`config.mk`:
```
export PLATFORM = sky130hd
export DESIGN_NAME = iambic_paddle_keyer_flat
export DESIGN_NICKNAME = d
export VERILOG_FILES = /design/src/design/ipk_pkg.sv /design/src/design/ipk_if.sv /design/src/design/iambic_paddle_keyer.sv /design/src/design/ipk_csr.sv /design/src/design/ipk_core.sv /design/src/flat_wrapper.sv
export SDC_FILE = /design/constraint.sdc
export NUM_CORES = 1
export LEC_CHECK = 0
export ABC_AREA = 1
export BUFFER_PORTS_ARGS = -buffer_cell sky130_fd_sc_hd__buf_4
export CORE_MARGIN = 2
export CORE_UTILIZATION = 50
export DETAILED_ROUTE_END_ITERATION = 12
export PLACE_DENSITY = 0.67
export REMOVE_ABC_BUFFERS = 1
export SKIP_LAST_GASP = 1
export SLEW_MARGIN = 20
export SYNTH_ARGS = -nofsm -noshare
export SYNTH_HDL_FRONTEND = slang
export SYNTH_HIERARCHICAL = 1
export SYNTH_SLANG_ARGS = --single-unit
```
`constraint.sdc`:
```
create_clock -name clock -period 4.8 [get_ports clock]
set_input_delay 0.96 -clock clock [delete_from_list [all_inputs] [get_ports clock]]
set_output_delay 0.96 -clock clock [all_outputs]
set_load 0.03 [all_outputs]
```
`src/design/ipk_pkg.sv`:
```
// ----------------------------------------------------------------------------
// ipk_pkg
// Shared types, codes and helpers of the iambic paddle keyer.
// ----------------------------------------------------------------------------
package ipk_pkg;

   // width of the countdown timer
   localparam int TIME_WIDTH     = 16;
   // width of the tick length registers
   localparam int TICKS_WIDTH    = 16;
   localparam int CSR_ADDR_WIDTH = 5;
   localparam int CSR_DATA_WIDTH = 32;
   localparam int CSR_IDX_WIDTH  = 3;

   localparam logic [TIME_WIDTH-1:0] TIME_MAX = '1;

   // keyer mode codes
   localparam logic [3:0] MODE_NONE         = 4'd0;
   localparam logic [3:0] MODE_STRAIGHT_L   = 4'd1;
   localparam logic [3:0] MODE_STRAIGHT_R   = 4'd2;
   localparam logic [3:0] MODE_STRAIGHT_ANY = 4'd3;
   localparam logic [3:0] MODE_SQZ_A        = 4'd4;
   localparam logic [3:0] MODE_SQZ_A_REV    = 4'd5;
   localparam logic [3:0] MODE_SQZ_B        = 4'd6;
   localparam logic [3:0] MODE_SQZ_B_REV    = 4'd7;
   localparam logic [3:0] MODE_BUG          = 4'd8;
   localparam logic [3:0] MODE_BUG_REV      = 4'd9;

   // word kinds on the request channel
   localparam logic KIND_PADDLE = 1'b0;
   localparam logic KIND_TICK   = 1'b1;

   // register indexes
   localparam logic [CSR_IDX_WIDTH-1:0] REG_MODE   = 3'd0;
   localparam logic [CSR_IDX_WIDTH-1:0] REG_ENABLE = 3'd1;
   localparam logic [CSR_IDX_WIDTH-1:0] REG_DIT    = 3'd2;
   localparam logic [CSR_IDX_WIDTH-1:0] REG_DASH   = 3'd3;
   localparam logic [CSR_IDX_WIDTH-1:0] REG_GUARD  = 3'd4;
   localparam logic [CSR_IDX_WIDTH-1:0] REG_SPACE  = 3'd5;

   typedef enum logic [3:0] {
      PH_IDLE     = 4'd0,
      PH_DIT      = 4'd1,
      PH_DIT_GAP  = 4'd2,
      PH_DASH     = 4'd3,
      PH_DASH_GAP = 4'd4,
      PH_GUARD    = 4'd5,
      PH_SPACE    = 4'd6,
      PH_PASS_KEY = 4'd7,
      PH_PASS_GAP = 4'd8
   } phase_type;

   typedef struct packed {
      logic [3:0]             keyer_mode;
      logic                   keyer_enable;
      logic [TICKS_WIDTH-1:0] dit_ticks;
      logic [TICKS_WIDTH-1:0] dash_ticks;
      logic [TICKS_WIDTH-1:0] guard_ticks;
      logic [TICKS_WIDTH-1:0] space_ticks;
   } cfg_type;

   // load a tick length into the timer, saturating at its maximum
   function automatic logic [TIME_WIDTH-1:0] sat_ticks(input logic [TICKS_WIDTH-1:0] len);
      logic [TIME_WIDTH-1:0] r;
      if (32'(len) > 32'(TIME_MAX)) begin
         r = TIME_MAX;
      end else begin
         r = TIME_WIDTH'(len);
      end
      return r;
   endfunction

endpackage

```
`src/design/ipk_if.sv`:
```
// ----------------------------------------------------------------------------
// ipk channel interfaces
// Valid/ready channels for paddle/tick words and keyer result words.
// ----------------------------------------------------------------------------
interface ipk_req_if;
   logic       valid;
   logic       ready;
   logic       kind;
   logic [1:0] paddles;

   modport source (output valid, output kind, output paddles, input ready);
   modport sink   (input valid, input kind, input paddles, output ready);
endinterface

interface ipk_rsp_if;
   logic       valid;
   logic       ready;
   logic       key_down;
   logic [3:0] keyer_phase;

   modport source (output valid, output key_down, output keyer_phase, input ready);
   modport sink   (input valid, input key_down, input keyer_phase, output ready);
endinterface

```
`src/design/iambic_paddle_keyer.sv`:
```
// Path: an accepted word enters the input register and moves, with its
// state update, into the result register once that register is free.
// Throughput: one word per cycle when not stalled; the state update is a single registered pass.
// The request side stalls only when both the input and result registers hold
// words and the result is not being taken.
// Reset (synchronous, active high): keyer idle, no result word valid, timer
// and memories cleared, registers at their default values.
// ----------------------------------------------------------------------------
// iambic_paddle_keyer
// Morse paddle keyer: straight, squeeze A/B and bug modes driven by paddle
// changes and timer ticks, with an APB-style register port.
// ----------------------------------------------------------------------------
module iambic_paddle_keyer import ipk_pkg::*; (
   input  logic                      clock,
   input  logic                      reset,
   ipk_req_if.sink                   req_ch,
   ipk_rsp_if.source                 rsp_ch,
   input  logic                      csr_psel,
   input  logic                      csr_penable,
   input  logic                      csr_pwrite,
   input  logic [CSR_ADDR_WIDTH-1:0] csr_paddr,
   input  logic [CSR_DATA_WIDTH-1:0] csr_pwdata,
   output logic [CSR_DATA_WIDTH-1:0] csr_prdata,
   output logic                      csr_pready
);

   cfg_type cfg;

   ipk_csr u_csr (
      .clock       (clock),
      .reset       (reset),
      .csr_psel    (csr_psel),
      .csr_penable (csr_penable),
      .csr_pwrite  (csr_pwrite),
      .csr_paddr   (csr_paddr),
      .csr_pwdata  (csr_pwdata),
      .csr_prdata  (csr_prdata),
      .csr_pready  (csr_pready),
      .cfg         (cfg)
   );

   ipk_core u_core (
      .clock  (clock),
      .reset  (reset),
      .cfg    (cfg),
      .req_ch (req_ch),
      .rsp_ch (rsp_ch)
   );

   // key line follows the keyed phases
   a_key_matches_phase: assert property (@(posedge clock) disable iff (reset)
      rsp_ch.valid |-> (rsp_ch.key_down == (rsp_ch.keyer_phase == PH_DIT ||
         rsp_ch.keyer_phase == PH_DASH || rsp_ch.keyer_phase == PH_PASS_KEY)))
      else $error("key_down does not match keyer_phase");

   // request side stalls only when both stages are full and output is blocked
   a_stall_only_when_full: assert property (@(posedge clock) disable iff (reset)
      !req_ch.ready |-> (rsp_ch.valid && !rsp_ch.ready))
      else $error("request stalled with room in the pipeline");

   // no result word right after reset
   a_no_word_after_reset: assert property (@(posedge clock)
      $past(reset) |-> !rsp_ch.valid)
      else $error("result word valid right after reset");

endmodule

```
`src/design/ipk_csr.sv`:
```
// ----------------------------------------------------------------------------
// ipk_csr
// APB-style register file holding the keyer mode, enable and tick lengths.
// ----------------------------------------------------------------------------
module ipk_csr import ipk_pkg::*; (
   input  logic                      clock,
   input  logic                      reset,
   input  logic                      csr_psel,
   input  logic                      csr_penable,
   input  logic                      csr_pwrite,
   input  logic [CSR_ADDR_WIDTH-1:0] csr_paddr,
   input  logic [CSR_DATA_WIDTH-1:0] csr_pwdata,
   output logic [CSR_DATA_WIDTH-1:0] csr_prdata,
   output logic                      csr_pready,
   output cfg_type                   cfg
);

   logic [3:0]             mode_ff;
   logic                   enable_ff;
   logic [TICKS_WIDTH-1:0] dit_ff;
   logic [TICKS_WIDTH-1:0] dash_ff;
   logic [TICKS_WIDTH-1:0] guard_ff;
   logic [TICKS_WIDTH-1:0] space_ff;
   logic                   wr_en;
   logic [CSR_IDX_WIDTH-1:0] reg_idx;

   assign csr_pready = 1'b1;
   assign wr_en      = csr_psel && csr_penable && csr_pwrite;
   assign reg_idx    = csr_paddr[CSR_IDX_WIDTH+1:2];

   // register writes
   always_ff @(posedge clock) begin
      if (reset) begin
         mode_ff   <= MODE_SQZ_A;
         enable_ff <= 1'b0;
         dit_ff    <= 16'd100;
         dash_ff   <= 16'd300;
         guard_ff  <= 16'd50;
         space_ff  <= 16'd150;
      end else if (wr_en) begin
         case (reg_idx)
            REG_MODE:   mode_ff   <= csr_pwdata[3:0];
            REG_ENABLE: enable_ff <= csr_pwdata[0];
            REG_DIT:    dit_ff    <= csr_pwdata[TICKS_WIDTH-1:0];
            REG_DASH:   dash_ff   <= csr_pwdata[TICKS_WIDTH-1:0];
            REG_GUARD:  guard_ff  <= csr_pwdata[TICKS_WIDTH-1:0];
            REG_SPACE:  space_ff  <= csr_pwdata[TICKS_WIDTH-1:0];
            default: ;
         endcase
      end
   end

   // read mux
   always_comb begin
      case (reg_idx)
         REG_MODE:   csr_prdata = CSR_DATA_WIDTH'(mode_ff);
         REG_ENABLE: csr_prdata = CSR_DATA_WIDTH'(enable_ff);
         REG_DIT:    csr_prdata = CSR_DATA_WIDTH'(dit_ff);
         REG_DASH:   csr_prdata = CSR_DATA_WIDTH'(dash_ff);
         REG_GUARD:  csr_prdata = CSR_DATA_WIDTH'(guard_ff);
         REG_SPACE:  csr_prdata = CSR_DATA_WIDTH'(space_ff);
         default:    csr_prdata = '0;
      endcase
   end

   assign cfg.keyer_mode   = mode_ff;
   assign cfg.keyer_enable = enable_ff;
   assign cfg.dit_ticks    = dit_ff;
   assign cfg.dash_ticks   = dash_ff;
   assign cfg.guard_ticks  = guard_ff;
   assign cfg.space_ticks  = space_ff;

endmodule

```
`src/design/ipk_core.sv`:
```
// ----------------------------------------------------------------------------
// ipk_core
// Input register, keyer state update and result register.
// ----------------------------------------------------------------------------
module ipk_core import ipk_pkg::*; (
   input  logic    clock,
   input  logic    reset,
   input  cfg_type cfg,
   ipk_req_if.sink   req_ch,
   ipk_rsp_if.source rsp_ch
);

   // pipeline control
   logic in_valid_ff, in_valid_in;
   logic in_kind_ff;
   logic [1:0] in_paddles_ff;
   logic out_valid_ff, out_valid_in;
   phase_type out_phase_ff;
   logic out_key_ff, out_key_in;
   logic out_free, step;

   // keyer state
   phase_type phase_ff, phase_in;
   logic [TIME_WIDTH-1:0] time_ff, time_in;
   logic dit_held_ff, dit_held_in;
   logic dash_held_ff, dash_held_in;
   logic dit_mem_ff, dit_mem_in;
   logic dash_mem_ff, dash_mem_in;

   // decoded mode classes
   logic mode_straight, mode_squeeze, mode_none, mode_b;
   // paddle decode result
   logic dec_dit, dec_dash, dec_dit_mem, dec_dash_mem;
   // advance target
   phase_type adv_phase;
   logic [TICKS_WIDTH-1:0] adv_len;
   logic do_adv, timed;

   assign out_free     = !out_valid_ff || rsp_ch.ready;
   assign step         = in_valid_ff && out_free;
   assign req_ch.ready = !in_valid_ff || out_free;
   assign in_valid_in  = (req_ch.valid && req_ch.ready) || (in_valid_ff && !out_free);
   assign out_valid_in = step || (out_valid_ff && !rsp_ch.ready);

   assign mode_straight = cfg.keyer_mode inside {[MODE_STRAIGHT_L:MODE_STRAIGHT_ANY]};
   assign mode_squeeze  = cfg.keyer_mode inside {[MODE_SQZ_A:MODE_SQZ_B_REV]};
   assign mode_none     = !(cfg.keyer_mode inside {[MODE_STRAIGHT_L:MODE_BUG_REV]});
   assign mode_b        = cfg.keyer_mode >= MODE_SQZ_B;
   assign timed         = phase_ff inside {[PH_DIT:PH_SPACE]};

   // paddle decode and memory update
   always_comb begin
      dec_dit      = dit_held_ff;
      dec_dash     = dash_held_ff;
      dec_dit_mem  = dit_mem_ff;
      dec_dash_mem = dash_mem_ff;
      if (in_kind_ff == KIND_PADDLE) begin
         case (cfg.keyer_mode)
            MODE_STRAIGHT_L, MODE_SQZ_A, MODE_SQZ_B, MODE_BUG: begin
               dec_dit  = in_paddles_ff[0];
               dec_dash = in_paddles_ff[1];
            end
            MODE_STRAIGHT_R, MODE_SQZ_A_REV, MODE_SQZ_B_REV, MODE_BUG_REV: begin
               dec_dit  = in_paddles_ff[1];
               dec_dash = in_paddles_ff[0];
            end
            MODE_STRAIGHT_ANY: begin
               dec_dit  = |in_paddles_ff;
               dec_dash = 1'b0;
            end
            default: begin
               dec_dit  = 1'b0;
               dec_dash = 1'b0;
            end
         endcase
         dec_dit_mem  = 1'b0;
         dec_dash_mem = 1'b0;
         if (mode_squeeze) begin
            case (phase_ff)
               PH_DIT:      dec_dash_mem = mode_b && (dec_dash || dash_mem_ff);
               PH_DASH:     dec_dit_mem  = mode_b && (dec_dit || dit_mem_ff);
               PH_DIT_GAP:  dec_dash_mem = dec_dash || dash_mem_ff;
               PH_DASH_GAP: dec_dit_mem  = dec_dit || dit_mem_ff;
               default: ;
            endcase
         end
      end
   end

   // next phase when the keyer advances
   always_comb begin
      adv_phase = PH_IDLE;
      adv_len   = '0;
      if (mode_straight) begin
         if (phase_ff == PH_PASS_KEY) begin
            adv_phase = dec_dit ? PH_PASS_KEY : PH_PASS_GAP;
         end else if (dec_dit) begin
            adv_phase = PH_PASS_KEY;
         end else begin
            adv_phase = (phase_ff == PH_PASS_GAP) ? PH_PASS_GAP : PH_IDLE;
         end
      end else begin
         case (phase_ff)
            PH_DIT: begin
               adv_phase = PH_DIT_GAP;
               adv_len   = cfg.dit_ticks;
            end
            PH_DASH: begin
               adv_phase = PH_DASH_GAP;
               adv_len   = cfg.dit_ticks;
            end
            PH_DIT_GAP: begin
               if (mode_squeeze && (dec_dash || dec_dash_mem)) begin
                  adv_phase = PH_DASH;
                  adv_len   = cfg.dash_ticks;
               end else if (dec_dit) begin
                  adv_phase = PH_DIT;
                  adv_len   = cfg.dit_ticks;
               end else if (!mode_squeeze && dec_dash) begin
                  adv_phase = PH_DASH;
                  adv_len   = cfg.dash_ticks;
               end else begin
                  adv_phase = PH_GUARD;
                  adv_len   = cfg.guard_ticks;
               end
            end
            PH_DASH_GAP: begin
               if (mode_squeeze && (dec_dit || dec_dit_mem)) begin
                  adv_phase = PH_DIT;
                  adv_len   = cfg.dit_ticks;
               end else if (dec_dash) begin
                  adv_phase = PH_DASH;
                  adv_len   = cfg.dash_ticks;
               end else if (!mode_squeeze && dec_dit) begin
                  adv_phase = PH_DIT;
                  adv_len   = cfg.dit_ticks;
               end else begin
                  adv_phase = PH_GUARD;
                  adv_len   = cfg.guard_ticks;
               end
            end
            default: begin
               // a held paddle starts its element; else guard falls to space, everything else to idle
               if (dec_dit) begin
                  adv_phase = PH_DIT;
                  adv_len   = cfg.dit_ticks;
               end else if (dec_dash) begin
                  adv_phase = PH_DASH;
                  adv_len   = cfg.dash_ticks;
               end else if (phase_ff == PH_GUARD) begin
                  adv_phase = PH_SPACE;
                  adv_len   = cfg.space_ticks;
               end
            end
         endcase
      end
   end

   // when to advance
   always_comb begin
      if (in_kind_ff == KIND_TICK) begin
         do_adv = timed && (time_ff <= TIME_WIDTH'(1));
      end else if (mode_straight) begin
         do_adv = 1'b1;
      end else begin
         do_adv = (dec_dit || dec_dash) && (phase_ff == PH_IDLE || phase_ff > PH_SPACE);
      end
   end

   // next state
   always_comb begin
      phase_in     = phase_ff;
      time_in      = time_ff;
      dit_held_in  = dit_held_ff;
      dash_held_in = dash_held_ff;
      dit_mem_in   = dit_mem_ff;
      dash_mem_in  = dash_mem_ff;
      if (step) begin
         dit_held_in  = dec_dit;
         dash_held_in = dec_dash;
         dit_mem_in   = dec_dit_mem;
         dash_mem_in  = dec_dash_mem;
         if (!cfg.keyer_enable || mode_none) begin
            phase_in    = PH_IDLE;
            time_in     = '0;
            dit_mem_in  = 1'b0;
            dash_mem_in = 1'b0;
         end else if (do_adv) begin
            phase_in = adv_phase;
            time_in  = sat_ticks(adv_len);
            // a memory clears as its element starts
            if (adv_phase == PH_DIT) dit_mem_in = 1'b0;
            if (adv_phase == PH_DASH) dash_mem_in = 1'b0;
         end else if (in_kind_ff == KIND_TICK && timed) begin
            time_in = time_ff - TIME_WIDTH'(1);
         end
      end
   end

   // key line
   always_comb begin
      out_key_in = (phase_in == PH_DIT) || (phase_in == PH_DASH) || (phase_in == PH_PASS_KEY);
   end

   // control registers
   always_ff @(posedge clock) begin
      if (reset) begin
         in_valid_ff  <= 1'b0;
         out_valid_ff <= 1'b0;
         phase_ff     <= PH_IDLE;
         time_ff      <= '0;
         dit_held_ff  <= 1'b0;
         dash_held_ff <= 1'b0;
         dit_mem_ff   <= 1'b0;
         dash_mem_ff  <= 1'b0;
      end else begin
         in_valid_ff  <= in_valid_in;
         out_valid_ff <= out_valid_in;
         phase_ff     <= phase_in;
         time_ff      <= time_in;
         dit_held_ff  <= dit_held_in;
         dash_held_ff <= dash_held_in;
         dit_mem_ff   <= dit_mem_in;
         dash_mem_ff  <= dash_mem_in;
      end
   end

   // payload registers
   always_ff @(posedge clock) begin
      if (req_ch.valid && req_ch.ready) begin
         in_kind_ff    <= req_ch.kind;
         in_paddles_ff <= req_ch.paddles;
      end
      if (step) begin
         out_phase_ff <= phase_in;
         out_key_ff   <= out_key_in;
      end
   end

   assign rsp_ch.valid       = out_valid_ff;
   assign rsp_ch.key_down    = out_key_ff;
   assign rsp_ch.keyer_phase = out_phase_ff;

endmodule

```
`src/flat_wrapper.sv`:
```
// flat-port wrapper written by rule: the top's interface ports become plain ports
module iambic_paddle_keyer_flat import ipk_pkg::*;
  (clock, reset, csr_psel, csr_penable, csr_pwrite, csr_paddr, csr_pwdata, csr_prdata, csr_pready, req_ch_valid, req_ch_kind, req_ch_paddles, req_ch_ready, rsp_ch_valid, rsp_ch_key_down, rsp_ch_keyer_phase, rsp_ch_ready);
  ipk_req_if req_ch_i ();
  ipk_rsp_if rsp_ch_i ();
  input  logic clock;
  input  logic reset;
  input  logic csr_psel;
  input  logic csr_penable;
  input  logic csr_pwrite;
  input  logic [CSR_ADDR_WIDTH-1:0] csr_paddr;
  input  logic [CSR_DATA_WIDTH-1:0] csr_pwdata;
  output logic [CSR_DATA_WIDTH-1:0] csr_prdata;
  output logic csr_pready;
  input wire logic [$bits(req_ch_i.valid)-1:0] req_ch_valid;
  input wire logic [$bits(req_ch_i.kind)-1:0] req_ch_kind;
  input wire logic [$bits(req_ch_i.paddles)-1:0] req_ch_paddles;
  output wire logic [$bits(req_ch_i.ready)-1:0] req_ch_ready;
  output wire logic [$bits(rsp_ch_i.valid)-1:0] rsp_ch_valid;
  output wire logic [$bits(rsp_ch_i.key_down)-1:0] rsp_ch_key_down;
  output wire logic [$bits(rsp_ch_i.keyer_phase)-1:0] rsp_ch_keyer_phase;
  input wire logic [$bits(rsp_ch_i.ready)-1:0] rsp_ch_ready;
  assign req_ch_i.valid = req_ch_valid;
  assign req_ch_i.kind = req_ch_kind;
  assign req_ch_i.paddles = req_ch_paddles;
  assign req_ch_ready = req_ch_i.ready;
  assign rsp_ch_valid = rsp_ch_i.valid;
  assign rsp_ch_key_down = rsp_ch_i.key_down;
  assign rsp_ch_keyer_phase = rsp_ch_i.keyer_phase;
  assign rsp_ch_i.ready = rsp_ch_ready;
  iambic_paddle_keyer u_core (.clock(clock), .reset(reset), .req_ch(req_ch_i), .rsp_ch(rsp_ch_i), .csr_psel(csr_psel), .csr_penable(csr_penable), .csr_pwrite(csr_pwrite), .csr_paddr(csr_paddr), .csr_pwdata(csr_pwdata), .csr_prdata(csr_prdata), .csr_pready(csr_pready));
endmodule
```
* Yosys cells after proc, flatten, opt, wreduce, memory -nomap -nowiden
Cells that the tools add are included.
** Word-level totals
- Bits in registers :: 103
- Latch bits :: 0
- Bits in writable memories :: 0
- Bits in read-only memories :: 0
- Output and inout bits :: 40
- Logic and storage cells :: 161
- Memories :: 0
** Operators by class
- Add/subtract/negate cells :: 1
- $mul :: 0
- Div/mod/pow operators :: 0
- $lt $le $gt $ge :: 10
- Eq/ne operators :: 26
- Shift-type cells :: 0
- Muxes and demuxes :: 53
- Bitwise gates (word level) :: 0
- Reductions and logical operators :: 53
** Operators with widths (number)
- 2-to-1 mux 16 bit :: 13
- case mux 16 bit (6 select lines) :: 1
- case mux 16 bit (3 select lines) :: 1
- equality test 4 x 3 -> 1 bit, second input constant :: 8
- 2-to-1 mux 4 bit :: 8
- 2-to-1 mux 3 bit :: 9
- equality test 4 x 2 -> 1 bit, second input constant :: 6
- logical AND 1 bit :: 19
- equality test 4 x 1 -> 1 bit, second input constant :: 4
- less-or-equal comparator 16 x 1 -> 1 bit, second input constant :: 1
- 2-to-1 mux 1 bit :: 16
- subtractor 16 x 1 -> 16 bit, second input constant :: 1
- AND reduction 2 bit :: 7
- logical OR 1 bit :: 13
- equality test 4 bit, second input constant :: 3
- case mux 3 bit (4 select lines) :: 1
- greater-or-equal comparator 4 x 1 -> 1 bit, second input constant :: 2
- greater-or-equal comparator 4 x 3 -> 1 bit, second input constant :: 2
- less-or-equal comparator 4 x 3 -> 1 bit, second input constant :: 2
- OR reduction 4 bit :: 2
- logical NOT 1 bit :: 7
- equality test 3 x 2 -> 1 bit, second input constant :: 2
- equality test 3 bit, second input constant :: 2
- case mux 1 bit (2 select lines) :: 3
- other kinds (9) :: 10

* Longest topological paths before layout
- Depth after elaboration :: 20
- Mapped depth :: 22
- Mapped depth without buffers :: 21

* Modules after synthesis
Netlist, hierarchy kept.
** By module, submodules not included
- ipk_core :: times used 1, cells each 802, area an instance 4179.0 um2, sequential area each 760.7 um2
- ipk_csr :: times used 1, cells each 566, area an instance 3808.7 um2, sequential area each 1381.3 um2

* Worst setup path before layout
Ideal clock, no wire load.
- Path type :: input port to output port
- Start :: in csr_paddr[3]
- End :: out csr_prdata[10]
- Arrival time :: 1.894 ns
- Required time :: 3.840 ns
- Setup slack :: 1.946 ns
- Cell stages on the path :: 7
- Path buffers :: 2
- Cell sequence :: buf_6 > inv_4 > clkbuf_1 > nand4_1 > nand2_1 > inv_1 > nand2_1
** Between the ends
- Cells in the longest elaborated chain, start to end :: 2
- Elaborated cells between the ends (all ways) :: 7
** Ends and longest elaborated chain
- start: declaration :: RTL line flat_wrapper.sv:11 : input logic [CSR_ADDR_WIDTH-1:0] csr_paddr;
- equality test 3 bit (tied with other cells) :: RTL line ipk_csr.sv:55 : case (reg_idx)
- case mux 16 bit (6 select lines) * :: RTL line ipk_csr.sv:55
- end: declaration :: RTL line flat_wrapper.sv:13 : output logic [CSR_DATA_WIDTH-1:0] csr_prdata;
Mark *: on every way between the ends. The rest lies on a longest branch, timed or not.

* Worst setup path in the final report
- Start :: in csr_paddr[4]
- End :: out csr_prdata[1]
Same word-level chain as after synthesis.

==> results.toml <==
[pwr]
peakVddDrop_uv = 183
p_clk_share_pct = 36.8
p_int_mw = 1.47
p_total_mw = 2.18
swShare_pct = 32.5
power_frac_comb_pct = 22.4
power_density_nw_per_um2 = 256
p_seq_share_pct = 40.8
p_sw_mw = 0.707
p_leak_nw = 4.17

[synthesis]
yosys.area_share.simple_pct = 48.3
ys_warn_count = 6
synth_top_family_by_area = "simple AND/OR/NAND/NOR gates"
synth_area_leaders = "dfxtp_1 24%, nand2_1 21%, nor2_1 10%"
yosys.area_share.adder_pct = 0.313
synth_edf_count = 8
synth_mux_area_share_pct = 0
ys_ff_latch = 103
synthCells = 1368
ys_top_cells_by_count = "439 x nand2_1, 220 x nor2_1, 154 x inv_1"
ys_async_sr_fraction_pct = 0
avgSynthCellArea_um2 = 5.84
yosysSeqAreaShare_pct = 26.8
synth_area_um2 = 7990
netlist.area_leader.share_pct = 23.8
synth.most_common_cell = "nand2_1"
synth_xor_area_share_pct = 0.329
synth-compound-area-share_pct = 9.19
synthDistinctLibCells = 44
yosys.area.top_type = "dfxtp_1"
ys.flop_type = "dfxtp_1"

[worst_setup_path]
worstPathCellList = "buf_4, inv_4, nand2_8, nor2_8, nand2_1, nand2_1, inv_1, nand2_1, buf_4"
r2r_cells = 20
cp-endpoint = "csr_prdata[1]"
cp_num_cells = 9
worst-endpoint-arrival_ns = 2.41
crit_path_max_incr_delay_ns = 0.49
endpoint_kind = "output port"
cpMostUsedCell = "nand2_1"
startpoint = "csr_paddr[4]"
worst-path-buf-inv = 4
r2r_end = "u_core/u_core/rsp_ch.key_down"
reg2reg_slack_ns = 1.44
critPathMaxFanout = 27
reg2reg_from = "u_core/u_csr/mode_ff[2]"
worst-setup-path-type = "input pin to output port"
crit_family = "simple AND/OR/NAND/NOR gates"
worstPathRequired_ns = 3.84
cp_slowest_cell = "nor2_8"
cp-start-kind = "input pin"

[clock_network]
cts.clk_slew.worst_paths_ns = 0.06
cts-root-buf = "clkbuf_16"
clock-sinks = 103
ctsLongestPathBuffers = 2
worstSkewPairLatency_ns = 0.36
ctsResizeCount = 0
cts_tree = "done"
cts_max_level = 3
postCtsSetupBuffers = 0
hold_buffers = 0
cts_buffers = 9

[place]
dpl.hpwl_um = 14700
gp_congestion = 0.875
place.port_buffers = 51
dp_slack_ns = 1.44

[layout]
final_layout_size_suffix_gt1_share_pct = 11.3
ff_latch_area_um2 = 2140
final.fill_count = 1696
nNetsFinal = 1419
multiInputGateArea_um2 = 4710
diodes = 0
syn2layout_area_growth_pct = 6.52

[timing]
grt_setup_unrepaired = "no"
clock.fmax_mhz = 297
setup_ws_ns = 1.43
slew-limit-headroom_pct = 42.1
hold_viol = 0
final.period_utilization_pct = 70.3
drv_slew = 0
worst_pin_slew_ns = 0.868
skew_ns = 0.0106
fin_tns_setup_ns = 0
finalSetupViolations = 0
period_needed_ns = 3.37

[routing]
wl_per_cell_um = 14.7
wl_um = 23400
vias = 8239
first_iter_violations = 808
ant_nets = 0
drtPass1Iterations = 6
viasPerCell = 5.18
drc = 0

[floorplanning]
die_y_um = 130
start_util_pct = 50.7
num_rows = 46
fp.coreArea_um2 = 15800
io_pins = 87
dieArea_um2 = 17000
chipWidth_um = 130

[global_routing]
grt_pass1_wl_um = 37300
overflow = 0
track_usage_pct = 28.0
grt_pass1_vias = 7364
grt_max_degree = 46
antenna_found_initial = 0

[hold_path]
hold_path.class = "flop to flop"

[run_status]
status = "complete, no violations"

[run]
drv_cap = 0
==> through the flow <==
stage | hold slack [ns] | cells | area (µm²) | util, %
2_1_floorplan | 0.437 | 1300 | 7480 | -
3_3_place_gp | 0.451 | 1575 | 8190 | 51.9
3_5_place_dp | 0.457 | 1575 | 8190 | 51.9
4_1_cts | 0.470 | 1591 | 8510 | 53.9
5_1_grt | 0.484 | 1591 | 8510 | 54.0
6_report | 0.467 | 1591 | 8510 | 54.0
==> registers in the layout (all words and copies together) (netlist names) <==
name	count
u_core/u_core/in_paddles_ff	2
u_core/u_csr/enable_ff	1
u_core/u_core/dit_held_ff	1
u_core/u_core/dash_held_ff	1
u_core/u_core/in_valid_ff	1
u_core/u_core/dash_mem_ff	1
u_core/u_csr/dash_ff	16
u_core/u_core/rsp_ch.valid	1
u_core/u_core/rsp_ch.key_down	1
u_core/u_csr/mode_ff	4
u_core/u_core/phase_ff	4
u_core/u_csr/dit_ff	16
u_core/u_core/time_ff	16
u_core/u_csr/space_ff	16
u_core/u_core/in_kind_ff	1
u_core/u_csr/guard_ff	16
u_core/u_core/rsp_ch.keyer_phase	4
u_core/u_core/dit_mem_ff	1
==> worst min path at each step <==
stage / end / from / cells past startpoint / slack [ns]
floorplan: u_core/u_core/rsp_ch.valid / u_core/u_core/in_valid_ff / 2 / 0.44
global placement: u_core/u_core/rsp_ch.valid / u_core/u_core/in_valid_ff / 2 / 0.45
detailed placement: u_core/u_core/rsp_ch.valid / u_core/u_core/in_valid_ff / 2 / 0.46
CTS: u_core/u_core/rsp_ch.valid / u_core/u_core/in_valid_ff / 2 / 0.47
global route: u_core/u_core/rsp_ch.valid / u_core/u_core/in_valid_ff / 2 / 0.48
finish: u_core/u_core/rsp_ch.valid / u_core/u_core/in_valid_ff / 2 / 0.47
==> layout make-up <==
| cell class | count | share of cell area [%] |
|---|---|---|
| clock buffers | 10 | 2.69 |
| inverters | 166 | 7.38 |
| flip-flops and latches | 103 | 25.2 |
| multi-input cells | 1031 | 55.4 |
| well taps | 216 | 3.18 |
| clock inverters | 6 | 1.00 |
| repair buffers | 59 | 5.21 |
==> worst min-delay path: stages (launching register included) <==
cell	delay, ns
dfxtp_1	0.32
inv_1	0.05
a21oi_1	0.05
==> cell families (layout without fill, tap and decap cells) <==
family,Yosys count,after routing
AND/OR/NAND/NOR,880,880
buffers and inverters,249,241
adder cells (fa/ha/maj),2,2
XOR/XNOR,3,3
flip-flops,103,103
other,2,17
AO/OA/AOI/OAI,129,129
==> power by group through the flow <==
stage / clock network, mW / logic [mW] / registers [mW]
global placement: 0 / 0.474 / 0.909
floorplan: 0 / 0.319 / 0.911
global route: 0.847 / 0.538 / 0.891
CTS: 0.821 / 0.477 / 0.889
detailed placement: 0 / 0.475 / 0.909
finish: 0.801 / 0.487 / 0.890
==> metal layers <==
metal | up-vias | part of all wire, % | track usage (%) | wire length (µm)
li1 | 4226 | - | - | -
met4 | 0 | 1.3 | 7.88 | 309
met3 | 27 | 8.0 | 4.52 | 1860
met2 | 313 | 47 | 47.5 | 11000
met5 | - | 0 | 0 | 0
met1 | 3673 | 44 | 37.1 | 10200
==> placed cells by master (no fill, tap or decap), types with 2 or more instances in the layout <==
cell        netlist  routed
nor2_4            3       3
dfxtp_1          95      95
conb_1            2      17
nand3_4           2       2
nand2_2          12      13
a21oi_1          55      55
and2_1            2       2
edfxtp_1          8       8
nand2_1         439     438
a21oi_2          16      16
clkbuf_16         0       9
bufinv_16         0       2
inv_1           154     154
clkinvlp_4        0       2
inv_2             5       6
o21ai_0          36      36
nand2_4           6       6
nand3_1         135     135
nor2_2           10      11
inv_4             2       2
nor2_8            3       3
a31oi_1           2       2
nand4_1          22      22
or2_2             4       4
xor2_1            3       3
buf_4            28      59
nand3_2          11      11
a211oi_1          2       2
o21ai_1          14      14
nor2_1          220     219
clkinv_1          5       4
clkinv_2          0       2
nor3b_1           3       3
ha_1              2       2
nor3_1            5       5
No activity file was read; power rests on OpenSTA's default activity.
